$ cat src/hdl/stdo_pkg.sv
// Shared types and constants for the super-twisting disturbance observer.
// No dependencies; every other file in hdl/ refers to this package by scoped names.
package stdo_pkg;

  localparam int CFG_IDX_W = 3;

  // Configuration register indexes
  localparam logic [CFG_IDX_W-1:0] CFG_TORQUE_GAIN      = 3'd0;
  localparam logic [CFG_IDX_W-1:0] CFG_MODEL_GAIN       = 3'd1;
  localparam logic [CFG_IDX_W-1:0] CFG_ROOT_GAIN        = 3'd2;
  localparam logic [CFG_IDX_W-1:0] CFG_INTEGRAL_GAIN    = 3'd3;
  localparam logic [CFG_IDX_W-1:0] CFG_BOUNDARY_INVERSE = 3'd4;
  localparam logic [CFG_IDX_W-1:0] CFG_DIST_LIMITS      = 3'd5;
  localparam logic [CFG_IDX_W-1:0] CFG_SPEED_LIMITS     = 3'd6;

  // Register reset values
  localparam logic signed [31:0] GAIN_ONE       = 32'sd65536;
  localparam logic signed [31:0] GAIN_ZERO      = 32'sd0;
  localparam logic [31:0]        LIMITS_FULL    = 32'h7FFF_8000;

  // Square root unit: 15 result bits, one per step
  localparam int ROOT_W = 15;

  // Datapath operation issued by the controller in one cycle
  typedef enum logic [3:0] {
    OP_NONE,
    OP_LOAD,   // capture input transaction
    OP_ERR,    // speed error, start square root
    OP_MUL,    // register one gain product
    OP_SGN,    // boundary-layer sign
    OP_DIST,   // disturbance update and clamp
    OP_TQ,     // torque term minus disturbance
    OP_PU,     // root times sign
    OP_NL,     // subtract nonlinear term
    OP_SPD,    // speed update and clamp
    OP_OUT     // load output register
  } op_t;

  // Operand pair for the shared multiplier
  typedef enum logic [2:0] {
    MUL_SGN,
    MUL_DIST,
    MUL_TORQUE,
    MUL_ROOT,
    MUL_NONLIN,
    MUL_MODEL
  } mul_sel_t;

  typedef enum logic [3:0] {
    ST_IDLE,
    ST_ERR,
    ST_MUL_SGN,
    ST_WB_SGN,
    ST_MUL_DIST,
    ST_WB_DIST,
    ST_MUL_TQ,
    ST_WB_TQ,
    ST_MUL_PU,
    ST_WB_PU,
    ST_MUL_NL,
    ST_WB_NL,
    ST_MUL_SPD,
    ST_WB_SPD,
    ST_OUT,
    ST_SPARE
  } state_t;

  typedef struct packed {
    op_t      op;
    mul_sel_t mul_sel;
  } cmd_t;

  typedef struct packed {
    logic root_done;
    logic out_full;
  } status_t;

endpackage

$ cat src/hdl/stdo_if.sv
// Channel interfaces for the observer: input samples, results, register writes.
// Depends on stdo_pkg for the register index width.
interface stdo_in_if;
  logic               valid;
  logic               ready;
  logic signed [15:0] current_q;
  logic signed [15:0] measured_speed;
  modport source (output valid, current_q, measured_speed, input ready);
  modport sink   (input valid, current_q, measured_speed, output ready);
endinterface

interface stdo_out_if;
  logic               valid;
  logic               ready;
  logic signed [15:0] estimated_speed;
  logic signed [15:0] disturbance;
  modport source (output valid, estimated_speed, disturbance, input ready);
  modport sink   (input valid, estimated_speed, disturbance, output ready);
endinterface

interface stdo_cfg_if;
  logic                            valid;
  logic                            ready;
  logic [stdo_pkg::CFG_IDX_W-1:0] index;
  logic [31:0]                     data;
  modport source (output valid, index, data, input ready);
  modport sink   (input valid, index, data, output ready);
endinterface

$ cat src/hdl/stdo_sqrt.sv
// Bit-serial integer square root: floor(sqrt(x * 32768)), one result bit per cycle.
// Depends on stdo_pkg for the result width.
module stdo_sqrt (
  input  logic                          clk,
  input  logic                          rst_n,
  input  logic                          start,
  input  logic [stdo_pkg::ROOT_W-1:0]   x,
  output logic                          busy,
  output logic [stdo_pkg::ROOT_W-1:0]   root
);

  logic        busy_r, busy_nxt;
  logic [29:0] n_r, n_nxt;
  logic [30:0] res_r, res_nxt;
  logic [28:0] bit_r, bit_nxt;
  logic [30:0] trial;

  assign trial = res_r + {2'b00, bit_r};

  always_comb begin
    busy_nxt = busy_r;
    n_nxt    = n_r;
    res_nxt  = res_r;
    bit_nxt  = bit_r;
    if (start) begin
      busy_nxt = 1'b1;
      n_nxt    = {x, 15'd0};
      res_nxt  = '0;
      bit_nxt  = {1'b1, 28'd0};
    end else if (busy_r) begin
      if ({1'b0, n_r} >= trial) begin
        n_nxt   = n_r - trial[29:0];
        res_nxt = (res_r >> 1) + {2'b00, bit_r};
      end else begin
        res_nxt = res_r >> 1;
      end
      bit_nxt  = bit_r >> 2;
      busy_nxt = !bit_r[0];   // last step uses the lowest bit
    end
  end

  always_ff @(posedge clk) begin
    if (!rst_n) begin
      busy_r <= 1'b0;
    end else begin
      busy_r <= busy_nxt;
    end
    n_r   <= n_nxt;
    res_r <= res_nxt;
    bit_r <= bit_nxt;
  end

  assign busy = busy_r;
  assign root = res_r[stdo_pkg::ROOT_W-1:0];

endmodule

$ cat src/hdl/stdo_datapath.sv
// Observer datapath: config registers, estimate state, shared gain multiplier,
// square root unit and output register. Depends on stdo_pkg, stdo_if, stdo_sqrt.
module stdo_datapath (
  input  logic              clk,
  input  logic              rst_n,
  input  stdo_pkg::cmd_t    cmd,
  output stdo_pkg::status_t status,
  stdo_in_if.sink           in_ch,
  stdo_out_if.source        out_ch,
  stdo_cfg_if.sink          cfg_ch
);

  // Configuration
  logic signed [31:0] torque_gain_r, model_gain_r, root_gain_r;
  logic signed [31:0] integral_gain_r, boundary_inverse_r;
  logic [31:0]        dist_limits_r, speed_limits_r;

  // Working registers
  logic signed [15:0] iq_r, meas_r, err_r, sgn_r, pu_r, drive_r;
  logic [14:0]        mag_nxt;
  logic signed [15:0] spd_r, dist_r;
  logic signed [47:0] prod_r;
  logic signed [15:0] out_spd_r, out_dist_r;
  logic               out_valid_r;

  logic signed [31:0] mul_a;
  logic signed [15:0] mul_b;
  logic signed [15:0] gres;
  logic signed [15:0] err_nxt;
  logic               sqrt_busy;
  logic [stdo_pkg::ROOT_W-1:0] root;

  function automatic logic signed [15:0] sat17(input logic signed [16:0] v);
    if (v > 17'sd32767)       return 16'sh7FFF;
    else if (v < -17'sd32768) return 16'sh8000;
    else                      return v[15:0];
  endfunction

  function automatic logic signed [15:0] clamp(input logic signed [15:0] v,
                                               input logic [31:0] lim);
    logic signed [15:0] lo;
    logic signed [15:0] hi;
    lo = lim[15:0];
    hi = lim[31:16];
    if (v < lo)      return lo;
    else if (v > hi) return hi;
    else             return v;
  endfunction

  // Product >>> 16, saturated to Q15
  logic signed [31:0] prod_sh;
  assign prod_sh = prod_r[47:16];
  assign gres = (prod_sh > 32'sd32767)  ? 16'sh7FFF :
                (prod_sh < -32'sd32768) ? 16'sh8000 : prod_sh[15:0];

  assign err_nxt = sat17(17'(spd_r) - 17'(meas_r));

  // |err| saturates: -32768 maps to 32767; feeds the square root as it starts
  assign mag_nxt = err_nxt[15] ? ((err_nxt == 16'sh8000) ? 15'h7FFF : 15'(-err_nxt))
                               : err_nxt[14:0];

  always_comb begin
    mul_a = torque_gain_r;
    mul_b = iq_r;
    unique case (cmd.mul_sel)
      stdo_pkg::MUL_SGN:    begin mul_a = boundary_inverse_r; mul_b = err_r; end
      stdo_pkg::MUL_DIST:   begin mul_a = integral_gain_r;    mul_b = sgn_r; end
      stdo_pkg::MUL_TORQUE: begin mul_a = torque_gain_r;      mul_b = iq_r;  end
      stdo_pkg::MUL_ROOT:   begin mul_a = {16'd0, root, 1'b0}; mul_b = sgn_r; end
      stdo_pkg::MUL_NONLIN: begin mul_a = root_gain_r;        mul_b = pu_r;  end
      stdo_pkg::MUL_MODEL:  begin mul_a = model_gain_r;       mul_b = drive_r; end
      default:              begin mul_a = torque_gain_r;      mul_b = iq_r;  end
    endcase
  end

  stdo_sqrt u_sqrt (
    .clk   (clk),
    .rst_n (rst_n),
    .start (cmd.op == stdo_pkg::OP_ERR),
    .x     (mag_nxt),
    .busy  (sqrt_busy),
    .root  (root)
  );

  // Config writes
  assign cfg_ch.ready = 1'b1;

  always_ff @(posedge clk) begin
    if (!rst_n) begin
      torque_gain_r      <= stdo_pkg::GAIN_ONE;
      model_gain_r       <= stdo_pkg::GAIN_ZERO;
      root_gain_r        <= stdo_pkg::GAIN_ZERO;
      integral_gain_r    <= stdo_pkg::GAIN_ZERO;
      boundary_inverse_r <= stdo_pkg::GAIN_ONE;
      dist_limits_r      <= stdo_pkg::LIMITS_FULL;
      speed_limits_r     <= stdo_pkg::LIMITS_FULL;
    end else if (cfg_ch.valid) begin
      unique case (cfg_ch.index)
        stdo_pkg::CFG_TORQUE_GAIN:      torque_gain_r      <= cfg_ch.data;
        stdo_pkg::CFG_MODEL_GAIN:       model_gain_r       <= cfg_ch.data;
        stdo_pkg::CFG_ROOT_GAIN:        root_gain_r        <= cfg_ch.data;
        stdo_pkg::CFG_INTEGRAL_GAIN:    integral_gain_r    <= cfg_ch.data;
        stdo_pkg::CFG_BOUNDARY_INVERSE: boundary_inverse_r <= cfg_ch.data;
        stdo_pkg::CFG_DIST_LIMITS:      dist_limits_r      <= cfg_ch.data;
        stdo_pkg::CFG_SPEED_LIMITS:     speed_limits_r     <= cfg_ch.data;
        default: ;  // unknown index: ignored
      endcase
    end
  end

  // Estimate state
  always_ff @(posedge clk) begin
    if (!rst_n) begin
      spd_r  <= '0;
      dist_r <= '0;
    end else begin
      if (cmd.op == stdo_pkg::OP_DIST) dist_r <= clamp(sat17(17'(dist_r) + 17'(gres)),
                                                       dist_limits_r);
      if (cmd.op == stdo_pkg::OP_SPD)  spd_r  <= clamp(sat17(17'(spd_r) + 17'(gres)),
                                                       speed_limits_r);
    end
  end

  // Working registers, no reset needed
  always_ff @(posedge clk) begin
    unique case (cmd.op)
      stdo_pkg::OP_LOAD: begin
        iq_r   <= in_ch.current_q;
        meas_r <= in_ch.measured_speed;
      end
      stdo_pkg::OP_ERR: err_r   <= err_nxt;
      stdo_pkg::OP_MUL: prod_r  <= mul_a * mul_b;
      stdo_pkg::OP_SGN: sgn_r   <= gres;
      stdo_pkg::OP_TQ:  drive_r <= sat17(17'(gres) - 17'(dist_r));
      stdo_pkg::OP_PU:  pu_r    <= gres;
      stdo_pkg::OP_NL:  drive_r <= sat17(17'(drive_r) - 17'(gres));
      stdo_pkg::OP_OUT: begin
        out_spd_r  <= spd_r;
        out_dist_r <= dist_r;
      end
      default: ;
    endcase
  end

  // Output register
  always_ff @(posedge clk) begin
    if (!rst_n) begin
      out_valid_r <= 1'b0;
    end else if (cmd.op == stdo_pkg::OP_OUT) begin
      out_valid_r <= 1'b1;
    end else if (out_ch.ready) begin
      out_valid_r <= 1'b0;
    end
  end

  assign out_ch.valid           = out_valid_r;
  assign out_ch.estimated_speed = out_spd_r;
  assign out_ch.disturbance     = out_dist_r;

  assign status.root_done = !sqrt_busy;
  assign status.out_full  = out_valid_r && !out_ch.ready;

  // Root product is only issued once the square root has settled
  a_root_ready: assert property (@(posedge clk) disable iff (!rst_n)
    (cmd.op == stdo_pkg::OP_MUL && cmd.mul_sel == stdo_pkg::MUL_ROOT) |-> !sqrt_busy)
    else $error("root product issued while square root busy");

  // A new result never overwrites one that is still waiting
  a_no_overwrite: assert property (@(posedge clk) disable iff (!rst_n)
    (cmd.op == stdo_pkg::OP_OUT) |-> (!out_valid_r || out_ch.ready))
    else $error("output register overwritten");

  // Square root is only started when idle
  a_sqrt_idle_start: assert property (@(posedge clk) disable iff (!rst_n)
    (cmd.op == stdo_pkg::OP_ERR) |-> !sqrt_busy)
    else $error("square root restarted while busy");

endmodule

$ cat src/hdl/stdo_ctrl.sv
// Sequencer for one observer sample: issues datapath operations in order.
// Depends on stdo_pkg for state, command and status types.
module stdo_ctrl (
  input  logic              clk,
  input  logic              rst_n,
  input  logic              in_valid,
  output logic              in_ready,
  input  stdo_pkg::status_t status,
  output stdo_pkg::cmd_t    cmd
);

  stdo_pkg::state_t state_r, state_nxt;

  always_ff @(posedge clk) begin
    if (!rst_n) begin
      state_r <= stdo_pkg::ST_IDLE;
    end else begin
      state_r <= state_nxt;
    end
  end

  always_comb begin
    state_nxt   = state_r;
    in_ready    = 1'b0;
    cmd.op      = stdo_pkg::OP_NONE;
    cmd.mul_sel = stdo_pkg::MUL_SGN;
    unique case (state_r)
      stdo_pkg::ST_IDLE: begin
        in_ready = 1'b1;
        if (in_valid) begin
          cmd.op    = stdo_pkg::OP_LOAD;
          state_nxt = stdo_pkg::ST_ERR;
        end
      end
      stdo_pkg::ST_ERR: begin
        cmd.op    = stdo_pkg::OP_ERR;
        state_nxt = stdo_pkg::ST_MUL_SGN;
      end
      stdo_pkg::ST_MUL_SGN: begin
        cmd.op      = stdo_pkg::OP_MUL;
        cmd.mul_sel = stdo_pkg::MUL_SGN;
        state_nxt   = stdo_pkg::ST_WB_SGN;
      end
      stdo_pkg::ST_WB_SGN: begin
        cmd.op    = stdo_pkg::OP_SGN;
        state_nxt = stdo_pkg::ST_MUL_DIST;
      end
      stdo_pkg::ST_MUL_DIST: begin
        cmd.op      = stdo_pkg::OP_MUL;
        cmd.mul_sel = stdo_pkg::MUL_DIST;
        state_nxt   = stdo_pkg::ST_WB_DIST;
      end
      stdo_pkg::ST_WB_DIST: begin
        cmd.op    = stdo_pkg::OP_DIST;
        state_nxt = stdo_pkg::ST_MUL_TQ;
      end
      stdo_pkg::ST_MUL_TQ: begin
        cmd.op      = stdo_pkg::OP_MUL;
        cmd.mul_sel = stdo_pkg::MUL_TORQUE;
        state_nxt   = stdo_pkg::ST_WB_TQ;
      end
      stdo_pkg::ST_WB_TQ: begin
        cmd.op    = stdo_pkg::OP_TQ;
        state_nxt = stdo_pkg::ST_MUL_PU;
      end
      stdo_pkg::ST_MUL_PU: begin
        // hold until the square root is finished
        if (status.root_done) begin
          cmd.op      = stdo_pkg::OP_MUL;
          cmd.mul_sel = stdo_pkg::MUL_ROOT;
          state_nxt   = stdo_pkg::ST_WB_PU;
        end
      end
      stdo_pkg::ST_WB_PU: begin
        cmd.op    = stdo_pkg::OP_PU;
        state_nxt = stdo_pkg::ST_MUL_NL;
      end
      stdo_pkg::ST_MUL_NL: begin
        cmd.op      = stdo_pkg::OP_MUL;
        cmd.mul_sel = stdo_pkg::MUL_NONLIN;
        state_nxt   = stdo_pkg::ST_WB_NL;
      end
      stdo_pkg::ST_WB_NL: begin
        cmd.op    = stdo_pkg::OP_NL;
        state_nxt = stdo_pkg::ST_MUL_SPD;
      end
      stdo_pkg::ST_MUL_SPD: begin
        cmd.op      = stdo_pkg::OP_MUL;
        cmd.mul_sel = stdo_pkg::MUL_MODEL;
        state_nxt   = stdo_pkg::ST_WB_SPD;
      end
      stdo_pkg::ST_WB_SPD: begin
        cmd.op    = stdo_pkg::OP_SPD;
        state_nxt = stdo_pkg::ST_OUT;
      end
      stdo_pkg::ST_OUT: begin
        if (!status.out_full) begin
          cmd.op    = stdo_pkg::OP_OUT;
          state_nxt = stdo_pkg::ST_IDLE;
        end
      end
      stdo_pkg::ST_SPARE: begin
        state_nxt = stdo_pkg::ST_IDLE;
      end
    endcase
  end

endmodule

$ cat src/hdl/super_twisting_disturbance_observer_core.sv
// Super-twisting disturbance observer, top level. Depends on stdo_pkg, stdo_if,
// stdo_ctrl and stdo_datapath.
//
// Each input transaction carries one sample (q-axis current, measured speed, Q15)
// and produces exactly one output transaction with the updated speed estimate and
// disturbance estimate. The time from acceptance of a sample to the next point
// at which in_ch.ready is high is set by the 15-step bit-serial square root,
// which starts as the speed error is registered, and by the single shared
// 32x16 gain multiplier that the six products pass through one after
// another (product registered, then shifted, saturated and written back). The
// result sits in an output register, so a waiting result only holds the block
// if a second result is ready before the first has been taken.
// Register writes on cfg_ch are always accepted; write them only while no
// sample is in flight. All arithmetic saturates to Q15; clamps test the
// minimum first, then the maximum.
module super_twisting_disturbance_observer_core (
  input  logic       clk,
  input  logic       rst_n,
  stdo_in_if.sink    in_ch,
  stdo_out_if.source out_ch,
  stdo_cfg_if.sink   cfg_ch
);

  // controller <-> datapath
  stdo_pkg::cmd_t    cmd;
  stdo_pkg::status_t status;

  stdo_ctrl u_ctrl (
    .clk      (clk),
    .rst_n    (rst_n),
    .in_valid (in_ch.valid),
    .in_ready (in_ch.ready),
    .status   (status),
    .cmd      (cmd)
  );

  stdo_datapath u_datapath (
    .clk    (clk),
    .rst_n  (rst_n),
    .cmd    (cmd),
    .status (status),
    .in_ch  (in_ch),
    .out_ch (out_ch),
    .cfg_ch (cfg_ch)
  );

  // A sample in flight blocks the next one
  a_one_in_flight: assert property (@(posedge clk) disable iff (!rst_n)
    (in_ch.valid && in_ch.ready) |=> !in_ch.ready)
    else $error("second sample accepted while one is in flight");

  // No result rises too soon after an accepted sample
  a_result_latency: assert property (@(posedge clk) disable iff (!rst_n)
    (in_ch.valid && in_ch.ready) |=> ##1 !$rose(out_ch.valid))
    else $error("result appeared too soon after a sample");

  // A load of the input captures only on acceptance
  a_load_on_accept: assert property (@(posedge clk) disable iff (!rst_n)
    (cmd.op == stdo_pkg::OP_LOAD) |-> (in_ch.valid && in_ch.ready))
    else $error("input captured without a transaction");

endmodule

$ cat src/flat_wrapper.sv
// flat-port wrapper written by rule: the top's interface ports become plain ports
module super_twisting_disturbance_observer_core_flat 
  (clk, rst_n, in_ch_valid, in_ch_current_q, in_ch_measured_speed, in_ch_ready, out_ch_valid, out_ch_estimated_speed, out_ch_disturbance, out_ch_ready, cfg_ch_valid, cfg_ch_index, cfg_ch_data, cfg_ch_ready);
  stdo_in_if in_ch_i ();
  stdo_out_if out_ch_i ();
  stdo_cfg_if cfg_ch_i ();
  input  logic clk;
  input  logic rst_n;
  input wire logic [$bits(in_ch_i.valid)-1:0] in_ch_valid;
  input wire logic [$bits(in_ch_i.current_q)-1:0] in_ch_current_q;
  input wire logic [$bits(in_ch_i.measured_speed)-1:0] in_ch_measured_speed;
  output wire logic [$bits(in_ch_i.ready)-1:0] in_ch_ready;
  output wire logic [$bits(out_ch_i.valid)-1:0] out_ch_valid;
  output wire logic [$bits(out_ch_i.estimated_speed)-1:0] out_ch_estimated_speed;
  output wire logic [$bits(out_ch_i.disturbance)-1:0] out_ch_disturbance;
  input wire logic [$bits(out_ch_i.ready)-1:0] out_ch_ready;
  input wire logic [$bits(cfg_ch_i.valid)-1:0] cfg_ch_valid;
  input wire logic [$bits(cfg_ch_i.index)-1:0] cfg_ch_index;
  input wire logic [$bits(cfg_ch_i.data)-1:0] cfg_ch_data;
  output wire logic [$bits(cfg_ch_i.ready)-1:0] cfg_ch_ready;
  assign in_ch_i.valid = in_ch_valid;
  assign in_ch_i.current_q = in_ch_current_q;
  assign in_ch_i.measured_speed = in_ch_measured_speed;
  assign in_ch_ready = in_ch_i.ready;
  assign out_ch_valid = out_ch_i.valid;
  assign out_ch_estimated_speed = out_ch_i.estimated_speed;
  assign out_ch_disturbance = out_ch_i.disturbance;
  assign out_ch_i.ready = out_ch_ready;
  assign cfg_ch_i.valid = cfg_ch_valid;
  assign cfg_ch_i.index = cfg_ch_index;
  assign cfg_ch_i.data = cfg_ch_data;
  assign cfg_ch_ready = cfg_ch_i.ready;
  super_twisting_disturbance_observer_core u_core (.clk(clk), .rst_n(rst_n), .in_ch(in_ch_i), .out_ch(out_ch_i), .cfg_ch(cfg_ch_i));
endmodule
$ cat config.mk
export PLATFORM = sky130hd
export DESIGN_NAME = super_twisting_disturbance_observer_core_flat
export DESIGN_NICKNAME = d
export VERILOG_FILES = /design/src/hdl/stdo_pkg.sv /design/src/hdl/stdo_if.sv /design/src/hdl/stdo_sqrt.sv /design/src/hdl/stdo_datapath.sv /design/src/hdl/stdo_ctrl.sv /design/src/hdl/super_twisting_disturbance_observer_core.sv /design/src/flat_wrapper.sv
export SDC_FILE = /design/constraint.sdc
export NUM_CORES = 2
export LEC_CHECK = 0
export ABC_AREA = 1
export BUFFER_PORTS_ARGS = -buffer_cell sky130_fd_sc_hd__buf_2
export CAP_MARGIN = 20
export CORE_MARGIN = 2
export CORE_UTILIZATION = 35
export DETAILED_ROUTE_END_ITERATION = 7
export SYNTH_ARGS = -nofsm -noshare
export SYNTH_HDL_FRONTEND = slang
export SYNTH_SLANG_ARGS = --single-unit
$ cat constraint.sdc
create_clock -name clk -period 8.5 [get_ports clk]
set_clock_uncertainty 0.1 [all_clocks]
set_input_delay 0.85 -clock clk [delete_from_list [all_inputs] [get_ports clk]]
set_output_delay 0.85 -clock clk [all_outputs]
set_load 0.01 [all_outputs]
After elaboration in Yosys (flattened, before gate mapping). Index checks and enable logic that the tools add are counted.

Flip-flop bits (word level): 514. Bits in latches: 0. RAM bits: 0. Bits in read-only memories: 0. Output and inout port bits: 35. Memories: 0.

Add/sub/neg operators: 9. Multiply operators: 1. Div/mod/pow operators: 0. $lt $le $gt $ge: 17. Equality and inequality tests: 39. Shift operators: 0. Multiplexer cells: 43. Bitwise gates (word level): 0. Reduce and logical (&&, ||, !) cells: 22.

Operators with widths (number): $mux 16 (20); $pmux 32 s5 (1); $mux 30 (3); $gt 17x16->1 const B (5); $lt 17x16->1 const B (5); $pmux 16 s4 (1); $pmux 4 s16 (1); $sub 16x16->17 (3); $mul 32x16->48 (1); $eq 4x4->1 const B (11); $pmux 4 s11 (1); $add 16x16->17 (2); $eq 4x3->1 const B (8); $gt 16x16->1 (2); $gt 32x16->1 const B (1); $lt 16x16->1 (2); $lt 32x16->1 const B (1); $pmux 16 s2 (1); $add 30x29->31 (1); $add 31x29->31 (1); $ge 30x31->1 (1); $mux 31 (1); $mux 15 (2); $sub 30x30->30 (1); 21 further kinds (55).

Depth between registers and ports, before layout.
Depth in word-level cells: 12. Depth in mapped cells: 38. Gate-level depth less buffers: 36.

Worst setup path before layout. Ideal clock, no wire load.

Path kind: flip-flop to flip-flop. From: register u_core.u_ctrl.state_r[2]. To: register u_core.u_datapath.prod_r[44] (data pin). Setup time: 0.265 ns. Arrival: 6.912 ns. Required time: 8.135 ns. Setup slack: 1.224 ns. Stages on the path, launching flop included: 33. Path buffers: 5. Period minus slack after synthesis: 7.276 ns. Path through: dfxtp_1 buf_2 nand2_1 nor2_2 clkinv_2 buf_2 buf_2 buf_1 o22ai_1 clkbuf_1 nor2_1 fa_1 inv_1 fa_1 fa_1 inv_1 fa_1 fa_1 inv_1 fa_1 inv_1 ha_1 a21oi_1 inv_1 a31oi_1 o21ai_0 a21oi_1 o21ai_2 a21boi_1 inv_2 nand3_1 o211ai_1 xor2_1.

Cells in the longest elaborated chain, start to end: 6. Elaborated cells on any way between the ends: 15. Classes of those cells: mul (1); eq/ne (9); mux (3); reduce/logical (2).

Ends and longest elaborated chain: start: declaration (RTL line stdo_ctrl.sv:12) `stdo_pkg::state_t state_r, state_nxt;`; start signal: assignment (RTL line stdo_ctrl.sv:16) `state_r <= stdo_pkg::ST_IDLE;`; start signal: assignment (RTL line stdo_ctrl.sv:18) `state_r <= state_nxt;`; $eq 4x4->1 / $eq 4x3->1 (equally long branches) (RTL line stdo_ctrl.sv:27) `unique case (state_r)`; $pmux 3 s5 * (RTL line stdo_ctrl.sv:27); $eq 3x2->1 / $eq 3x1->1 (equally long branches) (RTL line stdo_datapath.sv:65) `unique case (cmd.mul_sel)`; $reduce_or 2->1 (no line); $pmux 16 s4 (RTL line stdo_datapath.sv:65); $mul 32x16->48 * (RTL line stdo_datapath.sv:132) `stdo_pkg::OP_MUL: prod_r <= mul_a * mul_b;`; end signal: assignment (RTL line stdo_datapath.sv:132); end: declaration (RTL line stdo_datapath.sv:22) `logic signed [47:0] prod_r;`.

Mark *: on every way between the ends. The rest lies on a longest branch, timed or not. A chain may end at the register's enable or synchronous reset.

Worst setup path in the final report.
From: register u_core.u_ctrl.state_r[0]. To: register u_core.u_datapath.prod_r[32] (data pin).

Same word-level chain as after synthesis.

==> qor.txt <==
GR Util met3 = 5.06%
Area Overhead vs Synth = 10.5%
Count of buffer and inverter cells on the critical path = 6
ANT nets after route = 0
Max Clk Rate = 121 MHz
Vias in the first global route = 39600
Setup TNS = 0 ns
Initial antenna violation count = 18
Max-slew violation count = 0
Share of layout cells above drive strength 1 = 7.28%
Die H = 371 um
CP most frequent cell = fa_1
DR WL/cell = 19.8 um
Row cnt = 134
Max-cap viol count = 0
Asr flop ratio synth = 0%
Final setup viols = 0
Multi-input gate area = 30500 um2
Least-Margin Pin Slew = 1.08 ns
CP endpoint kind = register
Final HPWL DP = 123000 um
First-pass GRT wire length = 240000 um
Syn Nets = 6916
Power Dens Cells = 306 nW/um2
Vias per inst = 5.18
Post-DP Area = 50100 um2
Critical Path Stages = 27
Lkg Pwr = 24.1 nW
DR DRC count = 0
Most numerous cell in the Yosys netlist = inv_1
Drt total wl = 157000 um
Psw = 8.02 mW
Syn Area/Cell = 7.82 um2
Number of flops mapped to enable cells by yosys = 175
Synth area leaders = fa_1, dfxtp_1, edfxtp_1
CTS tree = done
Routability cong. = 0.953
Gr usage total = 22.6%
DR iter-0 viols = 4052
Primary FF master, synth = dfxtp_1
CTS Sinks = 498
H-tree levels = 2
Total power = 15.9 mW
Startpoint types = register
Fin. Hold Viols = 0
Sw Ratio = 50.3%
Fin util = 39.0%
# fillers = 13700
Min-Delay Path Class = input port to register
TritonCTS buffer count = 52
Period utilisation layout = 96.9%
Top-area cell type share of the netlist area = 20.8%
Final global-route overflow total = 0
PortBufs = 105
Layout Nets = 6975
Critical Path RT = 8.83 ns
R2r worst-path depth = 27
Mapped Area = 47200 um2
Yosys warnings = 0
Slew headroom = 27.5%
Sequential cell area = 11700 um2
Mapped Cells = 6037
Initial Util = 35.3%
Clk_lat worst skew = 0.63 ns
Internal = 7.92 mW
Crit-path max FO = 22
Design area = 52200 um2
Core area = 134000 um2
Met2 global-route usage = 35.2%
Most frequent cells after synthesis = inv_1, nand2_1, nor2_1
Worst VDD drop = 0.000237 V
Outcome = finished, final reports clean
Clk pwr share = 16.5%
Dominant cell type by area after synthesis = fa_1
FF+latch count, synth = 498
RSZ-0062 raised after global routing = no
TritonRoute pass-1 iters = 6
Worst EP arrival = 8.56 ns
Setup CP Type = register to register
Gate power share = 63.0%
Via Count = 41000
Critical path's slowest cell = fa_1
Delay-heaviest family, CP = adder cells
CTS Root Cell = clkbuf_16
Flop pwr share = 20.4%
Max incr delay on CP = 0.57 ns
Seq/Total Area, Yosys = 24.8%
Die Width = 371 um
Max clock buf depth = 3
GRT Max-Usage Layer = met2
Largest net degree at the start of global routing = 94
Die area = 138000 um2
Clock-pin slew on the worst setup and hold paths = 0.07 ns
I/O pins = 107
Final min period = 8.23 ns
M1 GR Usage = 31.4%
Netlist cell types = 72
Worst Hold Depth = 1
## sequential cells by signal (all words and copies together), names as in the netlist, 16 cells and up
name / count
u_core.u_datapath.pu_r: 16
u_core.u_datapath.model_gain_r: 32
u_core.u_datapath.sgn_r: 16
u_core.u_datapath.u_sqrt.res_r: 31
u_core.u_datapath.boundary_inverse_r: 32
u_core.u_datapath.torque_gain_r: 32
u_core.u_datapath.prod_r: 32
u_core.u_datapath.integral_gain_r: 32
u_core.u_datapath.dist_r: 16
u_core.u_datapath.drive_r: 16
u_core.u_datapath.out_ch.disturbance: 16
u_core.u_datapath.root_gain_r: 32
u_core.u_datapath.err_r: 16
u_core.u_datapath.speed_limits_r: 32
u_core.u_datapath.meas_r: 16
u_core.u_datapath.u_sqrt.n_r: 30
u_core.u_datapath.iq_r: 16
u_core.u_datapath.out_ch.estimated_speed: 16
u_core.u_datapath.spd_r: 16
u_core.u_datapath.dist_limits_r: 32
## cell type report
type / instances / share of cell area [%]
diodes: 8 / 0.0384
clock buffers: 71 / 3.06
clock inverters: 27 / 0.676
inverters: 1113 / 8.05
multi-input cells: 4203 / 58.4
flip-flops and latches: 498 / 22.5
well taps: 1768 / 4.24
repair buffers: 228 / 3.03
## cell families after synthesis
kind of cell / count (synthesis) / synth area share [%]
adder cells (fa/ha/maj): 807 / 29.2
other: 1 / 0.00794
flip-flops: 498 / 24.8
multiplexers: 1 / 0.0212
AND/OR/NAND/NOR: 2089 / 18.2
buffers and inverters: 1337 / 10.8
XOR/XNOR: 167 / 3.14
AO/OA/AOI/OAI: 1137 / 13.8
## power by group through the flow
| stage | Combinational, mW | Clock, mW | Sequential (mW) |
|---|---|---|---|
| 2_1_floorplan | 7.08 | 0 | 3.16 |
| 3_3_place_gp | 9.86 | 0 | 3.30 |
| 3_5_place_dp | 9.89 | 0 | 3.30 |
| 4_1_cts | 10.0 | 2.67 | 3.25 |
| 5_1_grt | 11.3 | 2.76 | 3.28 |
| 6_report | 10.0 | 2.64 | 3.26 |
## routing by layer
metal / routed length (um) / share of wire, %
met1: 68400 / 44
met2: 69400 / 44
met3: 14300 / 9.1
met4: 4720 / 3.0
met5: 46 / 0.029
## placed cells by master, fill, tap and decap left out, types with 112 or more instances in the layout
master,netlist,layout
fa_1,491,491
inv_1,1075,1069
nor2_1,764,755
dfxtp_1,323,321
nand3_1,179,178
buf_4,5,112
edfxtp_1,175,175
o21ai_0,396,394
nand2_1,973,973
a21oi_1,417,417
ha_1,316,316
xor2_1,114,114
## metrics by stage
stage	setup slack, ns	std cells	hold slack [ns]
detailed placement	0.157	7806	0.339
CTS	0.127	7904	0.251
global route	0.00158	7909	0.269
floorplan	1.22	6037	0.323
global placement	0.219	7805	0.334
finish	0.267	7916	0.294
## path summary, 6_finish.rpt
| kind | start | to | slack, ns |
|---|---|---|---|
| worst max-delay path | u_core.u_ctrl.state_r[0] | u_core.u_datapath.prod_r[32] | 0.27 |
| worst min-delay path | in_ch_measured_speed[3] | u_core.u_datapath.meas_r[3] | 0.29 |
| worst max register to register | u_core.u_ctrl.state_r[0] | u_core.u_datapath.prod_r[32] | 0.27 |
| worst min register to register | u_core.u_datapath.integral_gain_r[11] | u_core.u_datapath.integral_gain_r[11] | 0.35 |
## what timing repair did
action | in CTS | in global routing
buffers inserted | 0 | 3
hold buffers | 0 | 0
endpoints found under the setup margin | 0 | 13
gates resized for setup | 0 | 18
Power figures use the tool's default switching activity.
